File: src/hw/rtl/mrsp_pkg.sv
// Shared types and constants of the MIDI running-status parser.
package mrsp_pkg;

    localparam int POS_W = 9;

    localparam logic [7:0] SYSEX_START  = 8'hF0;
    localparam logic [7:0] SYSEX_STOP   = 8'hF7;
    localparam logic [2:0] ONE_DATA_TOP = 3'b110;

    localparam logic       KIND_SHORT = 1'b0;
    localparam logic       KIND_SYSEX = 1'b1;

    localparam logic [1:0] LEN_TWO   = 2'd2;
    localparam logic [1:0] LEN_THREE = 2'd3;

    typedef struct packed {
        logic             kind;
        logic [7:0]       status_byte;
        logic [7:0]       first_data;
        logic [7:0]       second_data;
        logic [1:0]       message_length;
        logic [7:0]       sysex_data;
        logic [POS_W-1:0] sysex_position;
        logic             sysex_end;
        logic             sysex_overflow;
    } res_t;

endpackage

File: src/hw/rtl/midi_running_status_parser.sv
// Top level of the MIDI byte-stream parser with running status and sysex streaming.
//
// Input channel (s_): one MIDI byte per beat. Result channel (m_): one beat per
// completed channel message (kind 0) or per streamed sysex byte (kind 1).
// Channel status bytes set running status; program change and channel pressure
// complete after one data byte, all others after two. Sysex bytes are numbered
// from 0; bytes past SYSEX_MAX-2 are dropped and flagged on the closing 0xF7.
// Bytes that complete nothing give no result beat.
// Throughput: one input beat per cycle while s_ready is high.
// The decode is a single registered pass.
// The result register has a skid entry behind it, so s_ready stays high while
// one result waits; s_ready drops only when both entries are full, and rises
// again the cycle after the receiver takes a beat.
// Reset (aresetn low, synchronous): mode idle, no running status, no result
// beats held; data bytes are ignored until a channel status or 0xF0 arrives.
module midi_running_status_parser #(
    parameter int SYSEX_MAX = 512
) (
    input  logic                         aclk,
    input  logic                         aresetn,
    input  logic                         s_valid,
    output logic                         s_ready,
    input  logic [7:0]                   s_midi_byte,
    output logic                         m_valid,
    input  logic                         m_ready,
    output logic                         m_kind,
    output logic [7:0]                   m_status_byte,
    output logic [7:0]                   m_first_data,
    output logic [7:0]                   m_second_data,
    output logic [1:0]                   m_message_length,
    output logic [7:0]                   m_sysex_data,
    output logic [mrsp_pkg::POS_W-1:0]   m_sysex_position,
    output logic                         m_sysex_end,
    output logic                         m_sysex_overflow
);

    logic           in_fire;
    logic           res_valid;
    mrsp_pkg::res_t res;
    mrsp_pkg::res_t out_res;

    assign in_fire = s_valid && s_ready;

    mrsp_parser #(
        .SYSEX_MAX(SYSEX_MAX)
    ) u_parser (
        .aclk     (aclk),
        .aresetn  (aresetn),
        .in_fire  (in_fire),
        .in_byte  (s_midi_byte),
        .res_valid(res_valid),
        .res      (res)
    );

    mrsp_out_skid u_out (
        .aclk    (aclk),
        .aresetn (aresetn),
        .push    (in_fire && res_valid),
        .push_res(res),
        .can_push(s_ready),
        .m_valid (m_valid),
        .m_ready (m_ready),
        .m_res   (out_res)
    );

    assign m_kind           = out_res.kind;
    assign m_status_byte    = out_res.status_byte;
    assign m_first_data     = out_res.first_data;
    assign m_second_data    = out_res.second_data;
    assign m_message_length = out_res.message_length;
    assign m_sysex_data     = out_res.sysex_data;
    assign m_sysex_position = out_res.sysex_position;
    assign m_sysex_end      = out_res.sysex_end;
    assign m_sysex_overflow = out_res.sysex_overflow;

endmodule

File: src/hw/rtl/mrsp_parser.sv
// Byte decoder with running status, sysex counter and result formation.
module mrsp_parser #(
    parameter int SYSEX_MAX = 512
) (
    input  logic           aclk,
    input  logic           aresetn,
    input  logic           in_fire,
    input  logic [7:0]     in_byte,
    output logic           res_valid,
    output mrsp_pkg::res_t res
);

    localparam int CW = $clog2(SYSEX_MAX + 1);
    localparam logic [CW:0] MaxW = (CW+1)'(SYSEX_MAX);

    typedef enum logic [1:0] {
        MODE_IDLE  = 2'd0,
        MODE_DATA1 = 2'd1,
        MODE_DATA2 = 2'd2,
        MODE_SYSEX = 2'd3
    } mode_t;

    mode_t         mode_reg, mode_next;
    logic [7:0]    status_reg, status_next;
    logic [7:0]    held_reg, held_next;
    logic [CW-1:0] count_reg, count_next;
    logic          dropped_reg, dropped_next;

    logic [CW:0]   count_inc;
    logic [CW+8:0] pos_ext;

    assign count_inc = {1'b0, count_reg} + (CW+1)'(1);
    assign pos_ext   = (CW+9)'(count_reg);

    always_comb begin
        mode_next    = mode_reg;
        status_next  = status_reg;
        held_next    = held_reg;
        count_next   = count_reg;
        dropped_next = dropped_reg;
        res_valid    = 1'b0;
        res          = '0;
        if (in_byte[7]) begin
            if (in_byte < mrsp_pkg::SYSEX_START) begin
                status_next = in_byte;
                mode_next   = MODE_DATA1;
            end else if (in_byte == mrsp_pkg::SYSEX_START) begin
                mode_next          = MODE_SYSEX;
                dropped_next       = 1'b0;
                count_next         = CW'(1);
                res_valid          = 1'b1;
                res.kind           = mrsp_pkg::KIND_SYSEX;
                res.sysex_data     = in_byte;
            end else if (in_byte == mrsp_pkg::SYSEX_STOP && mode_reg == MODE_SYSEX) begin
                res_valid          = 1'b1;
                res.kind           = mrsp_pkg::KIND_SYSEX;
                res.sysex_data     = in_byte;
                res.sysex_position = pos_ext[mrsp_pkg::POS_W-1:0];
                res.sysex_end      = 1'b1;
                res.sysex_overflow = dropped_reg;
                if ({1'b0, count_reg} < MaxW) begin
                    count_next = count_inc[CW-1:0];
                end
                mode_next = MODE_IDLE;
            end
        end else begin
            case (mode_reg)
                MODE_DATA1: begin
                    if (status_reg[7:5] == mrsp_pkg::ONE_DATA_TOP) begin
                        res_valid          = 1'b1;
                        res.kind           = mrsp_pkg::KIND_SHORT;
                        res.status_byte    = status_reg;
                        res.first_data     = in_byte;
                        res.message_length = mrsp_pkg::LEN_TWO;
                    end else begin
                        held_next = in_byte;
                        mode_next = MODE_DATA2;
                    end
                end
                MODE_DATA2: begin
                    res_valid          = 1'b1;
                    res.kind           = mrsp_pkg::KIND_SHORT;
                    res.status_byte    = status_reg;
                    res.first_data     = held_reg;
                    res.second_data    = in_byte;
                    res.message_length = mrsp_pkg::LEN_THREE;
                    mode_next          = MODE_DATA1;
                end
                MODE_SYSEX: begin
                    if (count_inc < MaxW) begin
                        res_valid          = 1'b1;
                        res.kind           = mrsp_pkg::KIND_SYSEX;
                        res.sysex_data     = in_byte;
                        res.sysex_position = pos_ext[mrsp_pkg::POS_W-1:0];
                        count_next         = count_inc[CW-1:0];
                    end else begin
                        dropped_next = 1'b1;
                    end
                end
                default: begin
                end
            endcase
        end
    end

    always_ff @(posedge aclk) begin
        if (!aresetn) begin
            mode_reg    <= MODE_IDLE;
            status_reg  <= '0;
            held_reg    <= '0;
            count_reg   <= '0;
            dropped_reg <= 1'b0;
        end else if (in_fire) begin
            mode_reg    <= mode_next;
            status_reg  <= status_next;
            held_reg    <= held_next;
            count_reg   <= count_next;
            dropped_reg <= dropped_next;
        end
    end

    a_sysex_count_range: assert property (@(posedge aclk) disable iff (!aresetn)
        mode_reg == MODE_SYSEX |-> count_reg != '0 && {1'b0, count_reg} < MaxW)
        else $error("sysex count out of range");

    a_short_needs_status: assert property (@(posedge aclk) disable iff (!aresetn)
        mode_reg == MODE_DATA1 || mode_reg == MODE_DATA2 |-> status_reg[7])
        else $error("data mode without running status");

    a_drop_only_full: assert property (@(posedge aclk) disable iff (!aresetn)
        in_fire && mode_reg == MODE_SYSEX && !in_byte[7] && !res_valid
        |=> dropped_reg && $stable(count_reg))
        else $error("sysex byte lost below capacity");

endmodule

File: src/hw/rtl/mrsp_out_skid.sv
// Result register with one skid entry between parser and result channel.
module mrsp_out_skid (
    input  logic           aclk,
    input  logic           aresetn,
    input  logic           push,
    input  mrsp_pkg::res_t push_res,
    output logic           can_push,
    output logic           m_valid,
    input  logic           m_ready,
    output mrsp_pkg::res_t m_res
);

    logic           main_valid_reg;
    logic           skid_valid_reg;
    mrsp_pkg::res_t main_reg;
    mrsp_pkg::res_t skid_reg;
    logic           out_fire;

    assign out_fire = main_valid_reg && m_ready;
    assign can_push = !skid_valid_reg;
    assign m_valid  = main_valid_reg;
    assign m_res    = main_reg;

    always_ff @(posedge aclk) begin
        if (!aresetn) begin
            main_valid_reg <= 1'b0;
            skid_valid_reg <= 1'b0;
        end else if (skid_valid_reg) begin
            if (out_fire || !main_valid_reg) begin
                main_valid_reg <= 1'b1;
                skid_valid_reg <= 1'b0;
            end
        end else if (push) begin
            if (!main_valid_reg || out_fire) begin
                main_valid_reg <= 1'b1;
            end else begin
                skid_valid_reg <= 1'b1;
            end
        end else if (out_fire) begin
            main_valid_reg <= 1'b0;
        end
    end

    always_ff @(posedge aclk) begin
        if (skid_valid_reg) begin
            if (out_fire || !main_valid_reg) begin
                main_reg <= skid_reg;
            end
        end else if (push) begin
            if (!main_valid_reg || out_fire) begin
                main_reg <= push_res;
            end else begin
                skid_reg <= push_res;
            end
        end
    end

    a_skid_behind_main: assert property (@(posedge aclk) disable iff (!aresetn)
        skid_valid_reg |-> main_valid_reg)
        else $error("skid entry without result beat");

    a_no_push_when_full: assert property (@(posedge aclk) disable iff (!aresetn)
        skid_valid_reg |-> !push)
        else $error("push into full skid");

    a_skid_drains: assert property (@(posedge aclk) disable iff (!aresetn)
        skid_valid_reg && out_fire |=> main_valid_reg && !skid_valid_reg)
        else $error("skid entry not advanced");

endmodule

File: config.mk
export PLATFORM = sky130hd
export DESIGN_NAME = midi_running_status_parser
export DESIGN_NICKNAME = d
export VERILOG_FILES = /design/src/hw/rtl/mrsp_pkg.sv /design/src/hw/rtl/midi_running_status_parser.sv /design/src/hw/rtl/mrsp_parser.sv /design/src/hw/rtl/mrsp_out_skid.sv
export SDC_FILE = /design/constraint.sdc
export NUM_CORES = 1
export LEC_CHECK = 0
export BUFFER_PORTS_ARGS = -buffer_cell sky130_fd_sc_hd__buf_4
export CAP_MARGIN = 20
export CORE_MARGIN = 1
export CORE_UTILIZATION = 40
export DETAILED_ROUTE_END_ITERATION = 8
export PLACE_DENSITY = 0.54
export SLEW_MARGIN = 10
export SYNTH_ARGS = -nofsm -noshare
export SYNTH_HDL_FRONTEND = slang
export SYNTH_HIERARCHICAL = 1
export SYNTH_SLANG_ARGS = --single-unit
File: constraint.sdc
create_clock -name aclk -period 6.7 [get_ports aclk]
set_input_delay 0.67 -clock aclk [delete_from_list [all_inputs] [get_ports aclk]]
set_output_delay 0.67 -clock aclk [all_outputs]
set_load 0.1 [all_outputs]
; Word level (Yosys, flattened, before mapping)
; Index checks and enable logic that the tools add are counted.
; Widths: inputs -> output; s select.
[op_classes]
eq_ne = 15
n_lt_le_gt_ge = 3
reduce_logical = 19
n_addsub = 1
n_mux = 52
bitwise_logic = 4
[ops]
columns = op, count
row1 = $mux 46, 4
row2 = $mux 10, 7
row3 = $mux 19, 2
row4 = $mux 17, 2
row5 = $mux 16, 2
row6 = $pmux 16 s2, 1
row7 = $mux 26, 1
row8 = $mux 1, 19
row9 = $eq 8x8->1 const B, 2
row10 = $mux 2, 7
row11 = $add 10x1->11 const B, 1
row12 = $lt 11x10->1 const B, 1
row13 = $mux 11, 1
row14 = $lt 10x10->1 const B, 1
row15 = $reduce_and 3->1, 3
row16 = $lt 8x8->1 const B, 1
row17 = $mux 8, 1
row18 = $ne 2x2->1 const B, 4
row19 = $pmux 2 s2, 2
row20 = $reduce_and 4->1, 2
row21 = $mux 7, 1
row22 = $ne 3x1->1 const B, 2
row23 = $reduce_and 6->1, 1
row24 = $reduce_bool 2->1, 3
row25 = other kinds (14), 23
[totals]
wordCells = 119
inputBits = 12
ff_bits = 122
output_inout_bits = 48

; Logic depth before layout (Yosys ltp)
[logic_depth]
depth_word = 9
ltp_mapped = 10
depth_no_buf = 9

; Cells and area by module
; Netlist, hierarchy kept.
[by_module_without_submodules]
columns = mod, n_inst, area_per_inst_um2, seq_area_each_um2, cells_each
row1 = mrsp_out_skid, 1, 3656.0, 2802.7, 153
row2 = mrsp_parser, 1, 1804.2, 560.5, 224
row3 = midi_running_status_parser, 1, 12.5, 0.0, 2

; Least setup slack after synthesis
; No wires, ideal clock.
[synth_path]
path_kind = input port to flip-flop
start = input s_midi_byte[0]
end = register u_out/skid_reg[0] (netlist bit), enable pin
required_time_ns = 6.184
setup_ns = 0.516
slack_ns = 0.983
stages = 6
arrival_time_ns = 5.201
path_buffers = 0
cell_sequence = or3_1 -> a211oi_2 -> inv_1 -> o31ai_1 -> and3_1 -> nor3b_1
[synth_between]
elab_chain_cells = 8
word_cells_on_any_way = 10
classes_between = order compare (1) / eq/ne (2) / mux (4) / reduce/logical (3)
[synth_lines]
columns = item, line_no
row1 = from (decl), midi_running_status_parser.sv:23  ; input logic [7:0] s_midi_byte,
row2 = $eq 8x8->1, mrsp_parser.sv:54  ; end else if (in_byte == mrsp_pkg::SYSEX_STOP && mode_reg == MODE_SYSEX) begin
row3 = $logic_and 1x1->1, mrsp_parser.sv:54
row4 = $mux 1, mrsp_parser.sv:54
row5 = $mux 1, mrsp_parser.sv:47  ; end else if (in_byte == mrsp_pkg::SYSEX_START) begin
row6 = $mux 1 *, mrsp_parser.sv:44  ; if (in_byte < mrsp_pkg::SYSEX_START) begin
row7 = $mux 1 *, mrsp_parser.sv:43  ; if (in_byte[7]) begin
row8 = via res_valid, midi_running_status_parser.sv:38  ; logic res_valid;
row9 = $logic_and 1x1->1 *, midi_running_status_parser.sv:58  ; .push (in_fire && res_valid),
row10 = $reduce_and 3->1 (no source line) *, --
row11 = to (signal assigned), mrsp_out_skid.sv:53  ; skid_reg <= push_res;
row12 = to (decl), mrsp_out_skid.sv:16  ; mrsp_pkg::res_t skid_reg;
; The timed path passes the listed nets; every way through them passes the cells marked *.
; A chain may end at the register's enable or synchronous reset.

; Worst setup path after layout
[layout_path]
start = register u_parser.mode_reg[1]
end = register u_out.main_reg, in the netlist u_out/m_res[21], enable pin
[layout_between]
elab_chain_cells = 9
word_cells_on_any_way = 13
classes_between = eq/ne (4) / mux (5) / reduce/logical (4)
[layout_lines]
columns = item, line_no
row1 = from (decl), mrsp_parser.sv:23  ; mode_t mode_reg, mode_next;
row2 = from (signal assigned), mrsp_parser.sv:114  ; mode_reg <= mode_next;
row3 = $eq 2x2->1, "mrsp_parser.sv:54, mrsp_parser.sv:67"
row4 = $logic_and 1x1->1, mrsp_parser.sv:54
row5 = $mux 1, mrsp_parser.sv:54
row6 = $mux 1, mrsp_parser.sv:47
row7 = $mux 1, mrsp_parser.sv:44
row8 = $mux 1 *, mrsp_parser.sv:43
row9 = via res_valid, midi_running_status_parser.sv:38
row10 = $logic_and 1x1->1 *, midi_running_status_parser.sv:58
row11 = $ne 2x2->1 (no source line) or $reduce_bool 2->1 (tied branches), --
row12 = $reduce_and 3->1 (no source line) *, --
row13 = to (signal assigned), mrsp_out_skid.sv:47  ; main_reg <= skid_reg;
row14 = to (signal assigned), mrsp_out_skid.sv:51  ; main_reg <= push_res;
row15 = to (decl), mrsp_out_skid.sv:15  ; mrsp_pkg::res_t main_reg;
; Marks and branches as above.

==> results_dict.tcl <==
set metrics [dict create \
    status "finished, final reports clean" \
    slew_violations 0 \
    holdPathStages 2 \
    p_clk_share_pct 49.6 \
    fmax_mhz 347 \
    cts-root-buf "clkbuf_16" \
    rr_worst_depth 9 \
    finalCritPeriodShare_pct 43.0 \
    synth_flop_cell "edfxtp_1" \
    first_pass_iters 4 \
    fin_worst_skew_ns 0.00546 \
    layout.nets 458 \
    rsz0062_at_grt "no" \
    required_ns 6.80 \
    cts_hold_buf 0 \
    busiest_layer "met2" \
    cts_resized 0 \
    r2r-start "u_parser/mode_reg[1]$_SDFFE_PN0P_" \
    cts_buffer_depth 2 \
    final_antenna_net_count 0 \
    die_w_um 119 \
    synthArstFlopShare_pct 0 \
    htree_num_levels 4 \
    hold_end "u_parser/dropped_reg$_SDFFE_PN0P_" \
    grt_pass1_vias 3158 \
    ios 60 \
    slew_headroom_pct 30.9 \
    place_congestion 0.793 \
    wirelength_um 10600 \
    synth_edf_count 92 \
    grtUsageMet2_pct 25.7 \
    cp-start-kind "flip-flop" \
    yosys_warnings 6 \
    clkTransAtPathRegs_ns 0.05 \
    pwr-share-seq_pct 45.1 \
    grt_pass1_wl_um 17100 \
    cts_setup_buffers 0 \
    syn_avg_cell_area_um2 14.4 \
    crit_arrival_ns 2.98 \
    cts_tree "yes" \
    vias_per_cell 5.16 \
    cp-end-kind "flip-flop" \
    drcViolationCount 0 \
    die_area_um2 14200 \
    dieHeight_um 119 \
    synth_seq_cells 122 \
    power.density_nw_per_um2 275 \
    power.share.combinational_pct 5.3 \
    grt_use_met1_pct 20.3 \
    dp_hpwl_um 6720 \
    drt_iter0_drc 286 \
    swShare_pct 21.8 \
    grt_overflow_total 0 \
    place_inst 597 \
    grtUsageMet3_pct 3.69 \
    fin_crit_ns 2.88 \
    cp_max_fo 28 \
    cts_num_sinks 122 \
    peakVddDrop_mv 0.156 \
    timing.final.hold_violations 0 \
    power_leakage_nw 2.24 \
    synth_cell_types 53 \
    core-area_um2 13300 \
    track_usage_pct 15.9 \
    final_cells 629 \
    rows 42 \
    seq_area_frac_synth_pct 61.5 \
    worst_slew_pin_slew_ns 1.04 \
    insertion_delay_ns 0.41 \
    hold_start "u_parser/dropped_reg$_SDFFE_PN0P_" \
    cts_made_buffers 17 \
    reg2reg_to "u_out/m_res[21]$_DFFE_PP_" \
    area_growth_pct 20.6 \
    avgRoutedWirePerCell_um 16.8 \
    antenna_found_initial 0 \
    final-setup-viol-count 0 \
    numPortBuffers 59 \
    drive_gt1_share_pct 33.1 \
    holdCritPathClass "reg2reg" \
    vias 3246 \
    syn_area_um2 5470 \
    internal-power_mw 1.42 \
    crit_type "reg2reg" \
    finalSetupTns_ns 0 \
    synth_cells 379 \
    antenna_cells 0 \
    drv_cap 0 \
    start_util_pct 41.2 \
    rrSetupSlack_ns 3.82 \
    grt_max_degree 50 \
    switchingPower_mw 0.397 \
]
## metrics by stage
stage / power, mW / util [%] / hold slack, ns / setup WS [ns] / area (um2)
after detailed placement: 0.931 / 45.1 / 0.448 / 3.28 / 6000
after global routing: 1.87 / 49.6 / 0.506 / 3.59 / 6600
after global placement: 0.930 / 45.0 / 0.455 / 3.37 / 5990
after CTS: 1.83 / 49.5 / 0.456 / 3.56 / 6580
after floorplan: 0.905 / - / 0.429 / 0.983 / 5480
final: 1.82 / 49.6 / 0.455 / 3.82 / 6600
## worst max-delay path by stage
stage,endpoint,start,slack [ns]
after floorplan,u_out/skid_reg[0]$_DFFE_PP_,s_midi_byte[0],0.98
after global placement,u_out/m_res[25]$_DFFE_PP_,s_midi_byte[0],3.37
after detailed placement,u_out/m_res[19]$_DFFE_PP_,s_midi_byte[0],3.28
after CTS,u_out/m_res[21]$_DFFE_PP_,u_parser/mode_reg[1]$_SDFFE_PN0P_,3.56
after global routing,u_out/m_res[21]$_DFFE_PP_,u_parser/mode_reg[1]$_SDFFE_PN0P_,3.59
final,u_out/m_res[21]$_DFFE_PP_,u_parser/mode_reg[1]$_SDFFE_PN0P_,3.82
## critical path, stage by stage (launching register included)
cell	delay, ns
dfxtp_1	0.33
inv_1	0.10
ha_1	0.23
and4b_1	0.44
nor2_1	0.11
a21boi_0	0.15
o31ai_1	0.20
and3_1	0.23
o21a_2	0.49
buf_12	0.26
## synth_stat cells, types with 6 or more instances
library cell | instances | area share [%]
edfxtp_1 | 92 | 50
a21oi_1 | 6 | 0.55
mux2i_1 | 14 | 2.6
inv_1 | 9 | 0.62
o21ai_0 | 12 | 1.1
mux2_4 | 46 | 13
nor2_1 | 35 | 2.4
and2_1 | 15 | 1.7
dfxtp_1 | 30 | 11
nor2b_1 | 16 | 1.8
and3_1 | 7 | 0.80
clkbuf_1 | 13 | 0.89
o311ai_0 | 7 | 1.1
a22oi_1 | 8 | 1.1
## metal layers
metal	vias to the layer above	wire (um)
met4	0	148
met5	-	0
met1	1628	4920
met3	12	401
li1	1541	-
met2	65	5090
## area by class of cell
class	instances	area, um2
clock buffers	18	429
clock inverters	13	153
fillers	1145	6700
inverters	9	33.8
multi-input cells	227	1910
flip-flops and latches	122	3360
well taps	176	220
repair buffers	64	493
## logic make-up after synthesis
group           synth area share [%]
flops                           61.5
fa+ha+maj                       1.14
other cells                   0.0685
buf+inv                         3.91
compound gates                  6.61
mux                             15.4
simple gates                    11.4
## power by group through the flow
stage	Sequential, mW	Combinational (mW)	Clock [mW]
finish	0.820	0.0964	0.901
global route	0.820	0.102	0.949
CTS	0.820	0.0963	0.916
detailed placement	0.835	0.0957	0
global placement	0.835	0.0952	0
floorplan	0.870	0.0349	0
## placed cells by master (no fill, tap or decap), types with 2 or more instances in the layout
| master | netlist | layout |
|---|---|---|
| nor2_1 | 35 | 35 |
| bufinv_16 | 0 | 3 |
| clkinv_1 | 0 | 3 |
| conb_1 | 1 | 2 |
| nand4_1 | 3 | 3 |
| clkbuf_16 | 0 | 17 |
| nand2b_1 | 2 | 2 |
| dfxtp_1 | 30 | 29 |
| nand3_1 | 2 | 2 |
| nand2_1 | 5 | 5 |
| ha_1 | 5 | 5 |
| and2_1 | 15 | 15 |
| buf_4 | 2 | 63 |
| or4_1 | 2 | 2 |
| a21boi_0 | 2 | 2 |
| and3_1 | 7 | 7 |
| clkinvlp_4 | 0 | 5 |
| o221ai_1 | 2 | 2 |
| o41ai_1 | 2 | 2 |
| o21ai_0 | 12 | 12 |
| nor2b_1 | 16 | 16 |
| inv_1 | 9 | 9 |
| a22oi_1 | 8 | 8 |
| and4_1 | 2 | 2 |
| nor3_2 | 2 | 2 |
| a21oi_1 | 6 | 6 |
| nand3b_1 | 4 | 4 |
| or3_1 | 4 | 4 |
| nor3b_2 | 1 | 2 |
| mux2i_1 | 14 | 14 |
| o311ai_0 | 7 | 7 |
| edfxtp_1 | 92 | 92 |
| mux2_4 | 46 | 46 |
| o31ai_1 | 2 | 2 |
Note: power is estimated with default switching activity, not from simulation.
